**config.mk**
```make
export PLATFORM = sky130hd
export DESIGN_NAME = tga_rle_decoder
export DESIGN_NICKNAME = d
export VERILOG_FILES = /design/src/rtl/tga_rle_pkg.sv /design/src/rtl/tga_rle_step.sv /design/src/rtl/tga_rle_decoder.sv
export SDC_FILE = /design/constraint.sdc
export NUM_CORES = 1
export LEC_CHECK = 0
export BUFFER_PORTS_ARGS = -buffer_cell sky130_fd_sc_hd__buf_2
export CAP_MARGIN = 20
export CELL_PAD_IN_SITES_DETAIL_PLACEMENT = 1
export CELL_PAD_IN_SITES_GLOBAL_PLACEMENT = 1
export CORE_ASPECT_RATIO = 0.6
export CORE_MARGIN = 8
export CORE_UTILIZATION = 35
export DETAILED_ROUTE_END_ITERATION = 10
export GPL_TIMING_DRIVEN = 0
export HOLD_SLACK_MARGIN = 0.15
export PLACE_DENSITY = 0.62
export SETUP_SLACK_MARGIN = 0.1
export SKIP_LAST_GASP = 1
export SLEW_MARGIN = 20
export SYNTH_ARGS = -nofsm -noshare
export SYNTH_HDL_FRONTEND = slang
export SYNTH_SLANG_ARGS = --single-unit
```
**constraint.sdc**
```tcl
create_clock -name clk_i -period 5.9 [get_ports clk_i]
set_input_delay 1.18 -clock clk_i [delete_from_list [all_inputs] [get_ports clk_i]]
set_output_delay 1.18 -clock clk_i [all_outputs]
set_load 0.02 [all_outputs]
```
**src/rtl/tga_rle_pkg.sv**
```systemverilog
// Shared types and constants for the Targa RLE stream decoder.
package tga_rle_pkg;

  localparam int unsigned MAX_PIXEL_BYTES = 4;
  localparam int unsigned BPP_W           = 3;
  localparam int unsigned LINE_W          = 16;
  localparam int unsigned COUNT_W         = 17;
  localparam int unsigned PIXEL_W         = 8 * MAX_PIXEL_BYTES;
  localparam int unsigned CFG_DATA_W      = 16;

  localparam logic [7:0] HDR_RUN_MASK = 8'h80;
  localparam logic [7:0] HDR_LEN_MASK = 8'h7f;

  typedef enum logic [1:0] {
    REG_BYTES_PER_PIXEL = 2'd0,
    REG_LINE_WIDTH      = 2'd1,
    REG_LINE_TOTAL      = 2'd2,
    REG_RLE_ENABLED     = 2'd3
  } tga_reg_e;

  typedef struct packed {
    logic [BPP_W-1:0]  bytes_per_pixel;
    logic [LINE_W-1:0] line_width;
    logic [LINE_W-1:0] line_total;
    logic              rle_enabled;
  } tga_cfg_t;

  typedef struct packed {
    logic               awaiting_header;
    logic               run_packet;
    logic [7:0]         pixels_left;
    logic [1:0]         byte_in_pixel;
    logic [PIXEL_W-1:0] assembly;
    logic [COUNT_W-1:0] pixels_in_line;
    logic [LINE_W-1:0]  rows_done;
  } tga_state_t;

  typedef struct packed {
    logic [PIXEL_W-1:0] pixel_value;
    logic [7:0]         repeat_count;
    logic               end_of_line;
    logic               end_of_image;
  } tga_res_t;

endpackage

```
**src/rtl/tga_rle_step.sv**
```systemverilog
// Next-state and result logic for one stream byte.
module tga_rle_step (
  input  tga_rle_pkg::tga_cfg_t   cfg_i,
  input  tga_rle_pkg::tga_state_t state_i,
  input  logic [7:0]              stream_byte_i,
  output tga_rle_pkg::tga_state_t state_o,
  output logic                    emit_o,
  output tga_rle_pkg::tga_res_t   res_o
);
  import tga_rle_pkg::*;

  logic               is_header;
  logic [2:0]         pix_size;
  logic [2:0]         byte_count;
  logic               pixel_last;
  logic [PIXEL_W-1:0] assembly;
  logic [7:0]         repeat_cnt;
  logic [7:0]         left_dec;
  logic               packet_done;
  logic [COUNT_W:0]   line_sum;
  logic [COUNT_W-1:0] line_sat;
  logic [LINE_W:0]    rows_inc;
  logic               eol;
  logic               eoi;

  assign is_header  = cfg_i.rle_enabled && state_i.awaiting_header;
  assign byte_count = {1'b0, state_i.byte_in_pixel} + 3'd1;
  assign pixel_last = byte_count >= pix_size;
  assign emit_o     = !is_header && pixel_last;

  always_comb begin
    if (cfg_i.bytes_per_pixel == '0) begin
      pix_size = 3'd1;
    end else if (cfg_i.bytes_per_pixel > BPP_W'(MAX_PIXEL_BYTES)) begin
      pix_size = 3'(MAX_PIXEL_BYTES);
    end else begin
      pix_size = cfg_i.bytes_per_pixel;
    end
  end

  // first byte of a pixel clears the stale upper lanes
  always_comb begin
    if (state_i.byte_in_pixel == 2'd0) begin
      assembly = {{(PIXEL_W-8){1'b0}}, stream_byte_i};
    end else begin
      assembly = state_i.assembly |
                 ({{(PIXEL_W-8){1'b0}}, stream_byte_i} << {state_i.byte_in_pixel, 3'b000});
    end
  end

  assign left_dec = (state_i.pixels_left != 8'd0) ? state_i.pixels_left - 8'd1 : 8'd0;

  always_comb begin
    if (!cfg_i.rle_enabled) begin
      repeat_cnt  = 8'd1;
      packet_done = 1'b1;
    end else if (state_i.run_packet) begin
      repeat_cnt  = (state_i.pixels_left == 8'd0) ? 8'd1 : state_i.pixels_left;
      packet_done = 1'b1;
    end else begin
      repeat_cnt  = 8'd1;
      packet_done = (left_dec == 8'd0);
    end
  end

  assign line_sum = {1'b0, state_i.pixels_in_line} + {{(COUNT_W-7){1'b0}}, repeat_cnt};
  assign line_sat = line_sum[COUNT_W] ? '1 : line_sum[COUNT_W-1:0];
  assign eol      = packet_done && (line_sat >= {1'b0, cfg_i.line_width});
  assign rows_inc = {1'b0, state_i.rows_done} + 17'd1;
  assign eoi      = eol && (rows_inc >= {1'b0, cfg_i.line_total});

  always_comb begin
    state_o = state_i;
    if (is_header) begin
      state_o.run_packet      = (stream_byte_i & HDR_RUN_MASK) != 8'd0;
      state_o.pixels_left     = (stream_byte_i & HDR_LEN_MASK) + 8'd1;
      state_o.awaiting_header = 1'b0;
      state_o.byte_in_pixel   = 2'd0;
      state_o.assembly        = '0;
    end else begin
      state_o.assembly = assembly;
      if (!pixel_last) begin
        state_o.byte_in_pixel = byte_count[1:0];
      end else begin
        state_o.byte_in_pixel = 2'd0;
        if (cfg_i.rle_enabled) begin
          if (state_i.run_packet) begin
            state_o.pixels_left     = 8'd0;
            state_o.awaiting_header = 1'b1;
          end else begin
            state_o.pixels_left = left_dec;
            if (packet_done) begin
              state_o.awaiting_header = 1'b1;
            end
          end
        end
        state_o.pixels_in_line = eol ? '0 : line_sat;
        if (eol) begin
          state_o.rows_done = eoi ? '0 : rows_inc[LINE_W-1:0];
        end
      end
    end
  end

  assign res_o.pixel_value  = assembly;
  assign res_o.repeat_count = repeat_cnt;
  assign res_o.end_of_line  = eol;
  assign res_o.end_of_image = eoi;

endmodule

```
**src/rtl/tga_rle_decoder.sv**
```systemverilog
// Top level of the Targa RLE stream decoder: config registers, state and output word register.
// A pixel word appears on the output in the cycle after its last byte is accepted.
// Throughput: one stream byte per cycle; header and inner pixel bytes never wait on the output.
// A byte that completes a pixel stalls only while the output register holds an untaken word.
// Reset (async, active low) clears decoder state and loads register defaults 1,1,1,1.
module tga_rle_decoder (
  input  logic                                clk_i,
  input  logic                                rst_ni,
  input  logic                                cfg_we_i,
  input  logic [1:0]                          cfg_idx_i,
  input  logic [tga_rle_pkg::CFG_DATA_W-1:0]  cfg_data_i,
  input  logic                                in_valid_i,
  output logic                                in_ready_o,
  input  logic [7:0]                          stream_byte_i,
  output logic                                out_valid_o,
  input  logic                                out_ready_i,
  output logic [tga_rle_pkg::PIXEL_W-1:0]     pixel_value_o,
  output logic [7:0]                          repeat_count_o,
  output logic                                end_of_line_o,
  output logic                                end_of_image_o
);
  import tga_rle_pkg::*;

  tga_cfg_t   cfg_q, cfg_d;
  tga_state_t state_q, state_d;
  tga_res_t   res_q, res_d;
  logic       out_valid_q, out_valid_d;
  logic       emit;
  logic       in_fire;

  tga_rle_step u_step (
    .cfg_i         (cfg_q),
    .state_i       (state_q),
    .stream_byte_i (stream_byte_i),
    .state_o       (state_d),
    .emit_o        (emit),
    .res_o         (res_d)
  );

  // emit depends only on registered config and state, so ready never looks at valid
  assign in_ready_o = !emit || !out_valid_q || out_ready_i;
  assign in_fire    = in_valid_i && in_ready_o;

  always_comb begin
    cfg_d = cfg_q;
    if (cfg_we_i) begin
      case (tga_reg_e'(cfg_idx_i))
        REG_BYTES_PER_PIXEL: cfg_d.bytes_per_pixel = cfg_data_i[BPP_W-1:0];
        REG_LINE_WIDTH:      cfg_d.line_width      = cfg_data_i[LINE_W-1:0];
        REG_LINE_TOTAL:      cfg_d.line_total      = cfg_data_i[LINE_W-1:0];
        REG_RLE_ENABLED:     cfg_d.rle_enabled     = cfg_data_i[0];
        default:             cfg_d = cfg_q;
      endcase
    end
  end

  always_comb begin
    out_valid_d = out_valid_q;
    if (in_fire && emit) begin
      out_valid_d = 1'b1;
    end else if (out_ready_i) begin
      out_valid_d = 1'b0;
    end
  end

  always_ff @(posedge clk_i or negedge rst_ni) begin
    if (!rst_ni) begin
      cfg_q.bytes_per_pixel   <= BPP_W'(1);
      cfg_q.line_width        <= LINE_W'(1);
      cfg_q.line_total        <= LINE_W'(1);
      cfg_q.rle_enabled       <= 1'b1;
      state_q.awaiting_header <= 1'b1;
      state_q.run_packet      <= 1'b0;
      state_q.pixels_left     <= '0;
      state_q.byte_in_pixel   <= '0;
      state_q.assembly        <= '0;
      state_q.pixels_in_line  <= '0;
      state_q.rows_done       <= '0;
      out_valid_q             <= 1'b0;
    end else begin
      cfg_q       <= cfg_d;
      out_valid_q <= out_valid_d;
      if (in_fire) begin
        state_q <= state_d;
      end
    end
  end

  always_ff @(posedge clk_i) begin
    if (in_fire && emit) begin
      res_q <= res_d;
    end
  end

  assign out_valid_o    = out_valid_q;
  assign pixel_value_o  = res_q.pixel_value;
  assign repeat_count_o = res_q.repeat_count;
  assign end_of_line_o  = res_q.end_of_line;
  assign end_of_image_o = res_q.end_of_image;

  a_no_overwrite: assert property (@(posedge clk_i) disable iff (!rst_ni)
    !(in_fire && emit && out_valid_q && !out_ready_i))
    else $error("pixel word overwritten while waiting");

  a_eoi_has_eol: assert property (@(posedge clk_i) disable iff (!rst_ni)
    out_valid_o |-> (!end_of_image_o || end_of_line_o))
    else $error("end of image without end of line");

  a_repeat_nonzero: assert property (@(posedge clk_i) disable iff (!rst_ni)
    out_valid_o |-> (repeat_count_o != 8'd0))
    else $error("zero repeat count");

  a_header_no_word: assert property (@(posedge clk_i) disable iff (!rst_ni)
    (in_fire && cfg_q.rle_enabled && state_q.awaiting_header) |=> !state_q.awaiting_header)
    else $error("header byte did not open a packet");

endmodule

```
# Word-level counts from Yosys, hierarchy flattened
# Index checks and enable logic that the tools add are counted.
dict set report classes {
  n_addsub 5
  multipliers 0
  div 0
  n_lt_le_gt_ge 4
  eq_ne 3
  n_shift 1
  muxes 24
  n_bitwise 2
  n_reduce_logical 30
}
# operator n
set op_table {}
lappend op_table {{8-bit 2-to-1 mux} 7}
lappend op_table {{42-bit 2-to-1 mux} 1}
lappend op_table {{17-bit by 16-bit >= comparator with 1-bit output} 2}
lappend op_table {{17-bit 2-to-1 mux} 2}
lappend op_table {{32-bit 2-to-1 mux} 1}
lappend op_table {{32-bit OR} 1}
lappend op_table {{8-bit by 5-bit left shift with 32-bit output} 1}
lappend op_table {{17-bit by 8-bit adder with 18-bit output} 1}
lappend op_table {{16-bit by 1-bit adder with 17-bit output (second input constant)} 1}
lappend op_table {{8-bit zero test} 2}
lappend op_table {{16-bit 2-to-1 mux} 1}
lappend op_table {{2-bit AND reduction} 5}
lappend op_table {{1-bit 2-to-1 mux} 9}
lappend op_table {{7-bit by 1-bit adder with 8-bit output (second input constant)} 1}
lappend op_table {{4-bit AND reduction} 2}
lappend op_table {{8-bit nonzero test} 1}
lappend op_table {{8-bit by 1-bit subtractor with 8-bit output (second input constant)} 1}
lappend op_table {{1-bit logical AND} 6}
lappend op_table {{3-bit 2-to-1 mux} 2}
lappend op_table {{3-bit AND reduction} 2}
lappend op_table {{2-bit nonzero test} 3}
lappend op_table {{2-bit equality test (second input constant)} 2}
lappend op_table {{2-bit zero test} 2}
lappend op_table {{2-bit by 1-bit adder with 3-bit output (second input constant)} 1}
lappend op_table {{other kinds (9)} 12}
dict set report totals {
  regBits 156
  latchBits 0
  ram_bits 0
  romBits 0
  inputBits 31
  out_inout_bits 44
  word_cells 85
  mem_count 0
}

# Depth between registers and ports, before layout
dict set report logic_depth {
  ltp_word 11
  ltp_mapped 25
  ltp_nobuf 23
}

# Hierarchy
# A second synthesis with hierarchy kept.
dict set report unflattened {
  hier_cells 1161
  area_unflattened_um2 10507.6
}
# mod n_inst cells_each area_each_um2 seq_area_each_um2
set modules_own_cells {}
lappend modules_own_cells {tga_rle_decoder 1 564 6993.0 4120.2}
lappend modules_own_cells {tga_rle_step 1 597 3514.6 0.0}

# Worst setup path after synthesis
# No wires, ideal clock.
dict set report synth_timing {
  path_kind {register -> register}
  from {register state_q[67] in the netlist's numbering}
  to {register res_q, in the netlist end_of_image_o (data pin)}
  setup_time_ns 0.255
  t_arrival_ns 4.998
  required_time_ns 5.645
  path_slack_ns 0.648
  stages_incl_launch_ff 23
  path_buffers 2
  synth_period_minus_slack_ns 5.252
  path_cell_list {dfrtp_1 -> inv_1 -> ha_1 -> nor4b_4 -> nand2_1 -> nand3_1 -> nor2_1 -> ha_1 -> a21o_1 -> o21a_1 -> or3_1 -> a41o_1 -> buf_2 -> and2_1 -> or2_2 -> ha_1 -> nor2b_1 -> or4_1 -> a221o_1 -> a2111oi_4 -> a21oi_2 -> buf_2 -> and2_1}
}
# item line_no
set synth_rtl {}
lappend synth_rtl {{start: declaration} tga_rle_decoder.sv:25} ;# tga_state_t state_q, state_d;
lappend synth_rtl {{start signal: assignment} tga_rle_decoder.sv:84} ;# state_q <= state_d;
lappend synth_rtl {{end signal: assignment} tga_rle_decoder.sv:91} ;# res_q <= res_d;
lappend synth_rtl {{end: declaration} tga_rle_decoder.sv:26} ;# tga_res_t res_q, res_d;

==> results_dict.tcl <==
set metrics [dict create \
    cts-root-buf "clkbuf_16" \
    h-tree-depth 4 \
    path_cells "inv_2, ha_4, nor4b_4, nand2_2, nand3_2, nor2_4, ha_1, a21o_1, o21a_1, or3_1, a41o_1, buf_2, and2_4, or2_2, ha_1, nor2b_1, or4_1, a221o_1, a2111oi_4, buf_4, a21bo_4, or2_1, buf_6, o21ai_1" \
    fin_crit_ps 5580 \
    status "completed" \
    routed_wl_mm 23.9 \
    drive_above_1_share 0.200 \
    setup_violations 0 \
    dpl.hpwl_mm 17.7 \
    drc 0 \
    rows 44 \
    critPathKind "flip-flop to flip-flop" \
    critPathMaxFanout 9 \
    yosysSeqAreaShare 0.491 \
    synth-adder-area-share 0.0740 \
    syn-num-nets 903 \
    wire_per_inst_um 19.0 \
    synth_compound_area_frac 0.155 \
    clk-insertion-delay-late_ps 440 \
    fin_crit_sh 0.946 \
    numCtsBuffers 17 \
    die_x_um 216 \
    initial_core_util 0.352 \
    grt_remaining_overflow 0 \
    die_h_um 136 \
    critPathSlowestCell "or4_1" \
    grt_usage 0.166 \
    cts_hold_buf 0 \
    core_um2 23800 \
    hold_viol 0 \
    firstDrtPassIters 4 \
    maxClockFrequency_mhz 179 \
    drt-initial-drc-count 289 \
    clkSinkCount 156 \
    yosys_register_bits 156 \
    portBuffers 71 \
    synthTopCellsByCount "dfrtp_1 (109), nand2_1 (104), nor2_1 (64)" \
    syn_avg_cell_area_um2 10.2 \
    start_kind "flip-flop" \
    slew_viol_final 0 \
    antenna_found_initial 1 \
    cp.arrival_ps 5900 \
    place.gp.congestion 0.795 \
    critPathMostFrequentCell "ha_1" \
    synthDistinctLibCells 69 \
    synth_area_um2 8390 \
    synth-edff-count 42 \
    synth_xor_xnor_area_share 0.0261 \
    synthMuxAreaShare 0.0591 \
    yosys.area_share.simple 0.153 \
    ys_warn_count 0 \
    die_area_um2 29300 \
    grt_pass1_vias 6755 \
    syn_inst 823 \
    slowest_delay_ps 490 \
    timing.hold.ws_ps 475 \
    final_core_util 0.414 \
    io_pins 75 \
    worst_hold_path_type "flip-flop to flip-flop" \
    synth.area.top_cells "dfrtp_1 (33%), edfxtp_1 (15%), ha_1 (7.2%)" \
    synth_top_family_by_area "compound AO/OA/AOI/OAI gates" \
    maxCapViolations 0 \
    drt.antenna.violating_nets 0 \
    nFillCells 2669 \
    worstMarginPinSlew_ps 737 \
    finalWorstSetupSlack_ps 316 \
    yosys.cell_count.top_type "dfrtp_1" \
    relSlewSlack 0.507 \
    grt_pass1_wl_mm 38.3 \
    final_nets 1000 \
    max-vdd-ir-drop_mv 0.229 \
    p_per_area_nw_per_um2 419 \
    crit_path_end_kind "flip-flop" \
    synth_flop_cell "dfrtp_1" \
    p_leak_nw 4.44 \
    clk_pin_slew_ps 70 \
    vias_per_cell 5.16 \
    cts_tree "built" \
    yosys.area.top_type "dfrtp_1" \
    clk_path_buf_depth 2 \
    vias 6477 \
    grt_setup_unrepaired "no" \
    synth_top_area_frac 0.325 \
    syn_to_final_growth_pct 17.8 \
    skew_ps 14.7 \
    grt_max_degree 64 \
    diodes 0 \
    required_ps 6210 \
    async_flop_share 0.731 \
    place_worst_setup_slack_ps -196 \
]
cell type report:
type	count	area [um2]	area share
sequential	156	4120	0.417
buffer	35	175	0.0177
clock inverter	14	134	0.0135
timing repair buffer	79	458	0.0463
multi-input combinational	580	3960	0.401
tap	322	403	0.0408
clock buffer	18	439	0.0444
inverter	51	191	0.0194
what timing repair did:
item | 4_1_cts | 5_1_grt
pin swaps | 1 | 1
endpoints found under the hold margin | 0 | 0
setup buffers | 1 | 5
endpoints found under the setup margin | 33 | 34
resized for setup | 6 | 13
gates cloned | 0 | 0
per-stage QoR:
step / total power [mW] / TNS [ps] / cell area (um2) / cells
2_1_floorplan: 2.52 / 0 / 8390 / 823
3_3_place_gp: 2.99 / -161 / 9150 / 1216
3_5_place_dp: 3.04 / -1580 / 9210 / 1218
4_1_cts: 4.16 / 0 / 9810 / 1251
5_1_grt: 4.42 / 0 / 9880 / 1255
6_report: 4.14 / 0 / 9880 / 1255
cell usage in the layout (no fill, tap or decap), types with 24 or more instances in the layout:
master    synthesis  final
edfxtp_1         42     42
nand2_1         104    102
a21oi_1          52     52
inv_1            50     48
o21ai_0          54     54
ha_1             48     47
nor2_1           64     63
mux2_2           36     36
o41ai_1          24     24
buf_2             2     71
dfrtp_1         109    108
worst paths after layout:
check | endpoint | cells after the start | start | slack (ps)
max | state_q[12]$_DFFE_PN0P_ | 24 | state_q[67]$_DFFE_PN0P_ | 320
min | state_q[48]$_DFFE_PN0P_ | 2 | state_q[48]$_DFFE_PN0P_ | 470
max reg2reg | state_q[12]$_DFFE_PN0P_ | 24 | state_q[67]$_DFFE_PN0P_ | 320
min reg2reg | state_q[48]$_DFFE_PN0P_ | 2 | state_q[48]$_DFFE_PN0P_ | 470
max in group asynchronous | state_q[76]$_DFFE_PN1P_ | 2 | rst_ni | 4530
min in group asynchronous | state_q[10]$_DFFE_PN0P_ | 1 | rst_ni | 640
registers in the layout (all words and copies together) (netlist names):
name and flops:
state_q 77, pixel_value_o 32, out_valid_o 1, end_of_image_o 1, repeat_count_o 8, cfg_q 36
end_of_line_o 1
where the power goes:
part / switching, mW / internal (mW)
logic: 0.990 / 0.504
registers: 0.147 / 1.41
clock network: 0.493 / 0.600
per-layer routing:
layer	global-route usage	up-vias	wire [um]
li1	-	3135	-
met1	0.256	3238	13300
met2	0.225	84	9450
met3	0.0411	18	955
met4	0.0399	2	202
met5	0	-	13
critical path, delay by kind of cell, from the launching register on:
| kind | cells | cell delay [ps] |
|---|---|---|
| buffers and inverters | 4 | 600 |
| AND/OR/NAND/NOR | 10 | 2180 |
| AO/OA/AOI/OAI | 7 | 1520 |
| flip-flops | 1 | 450 |
| adder cells (fa/ha/maj) | 3 | 720 |
cells by family after synthesis:
group / after synthesis
flip-flops: 156
XOR/XNOR: 25
AND/OR/NAND/NOR: 267
buffers and inverters: 87
multiplexers: 45
adder cells (fa/ha/maj): 49
AO/OA/AOI/OAI: 194
Power figures use the tool's default switching activity.
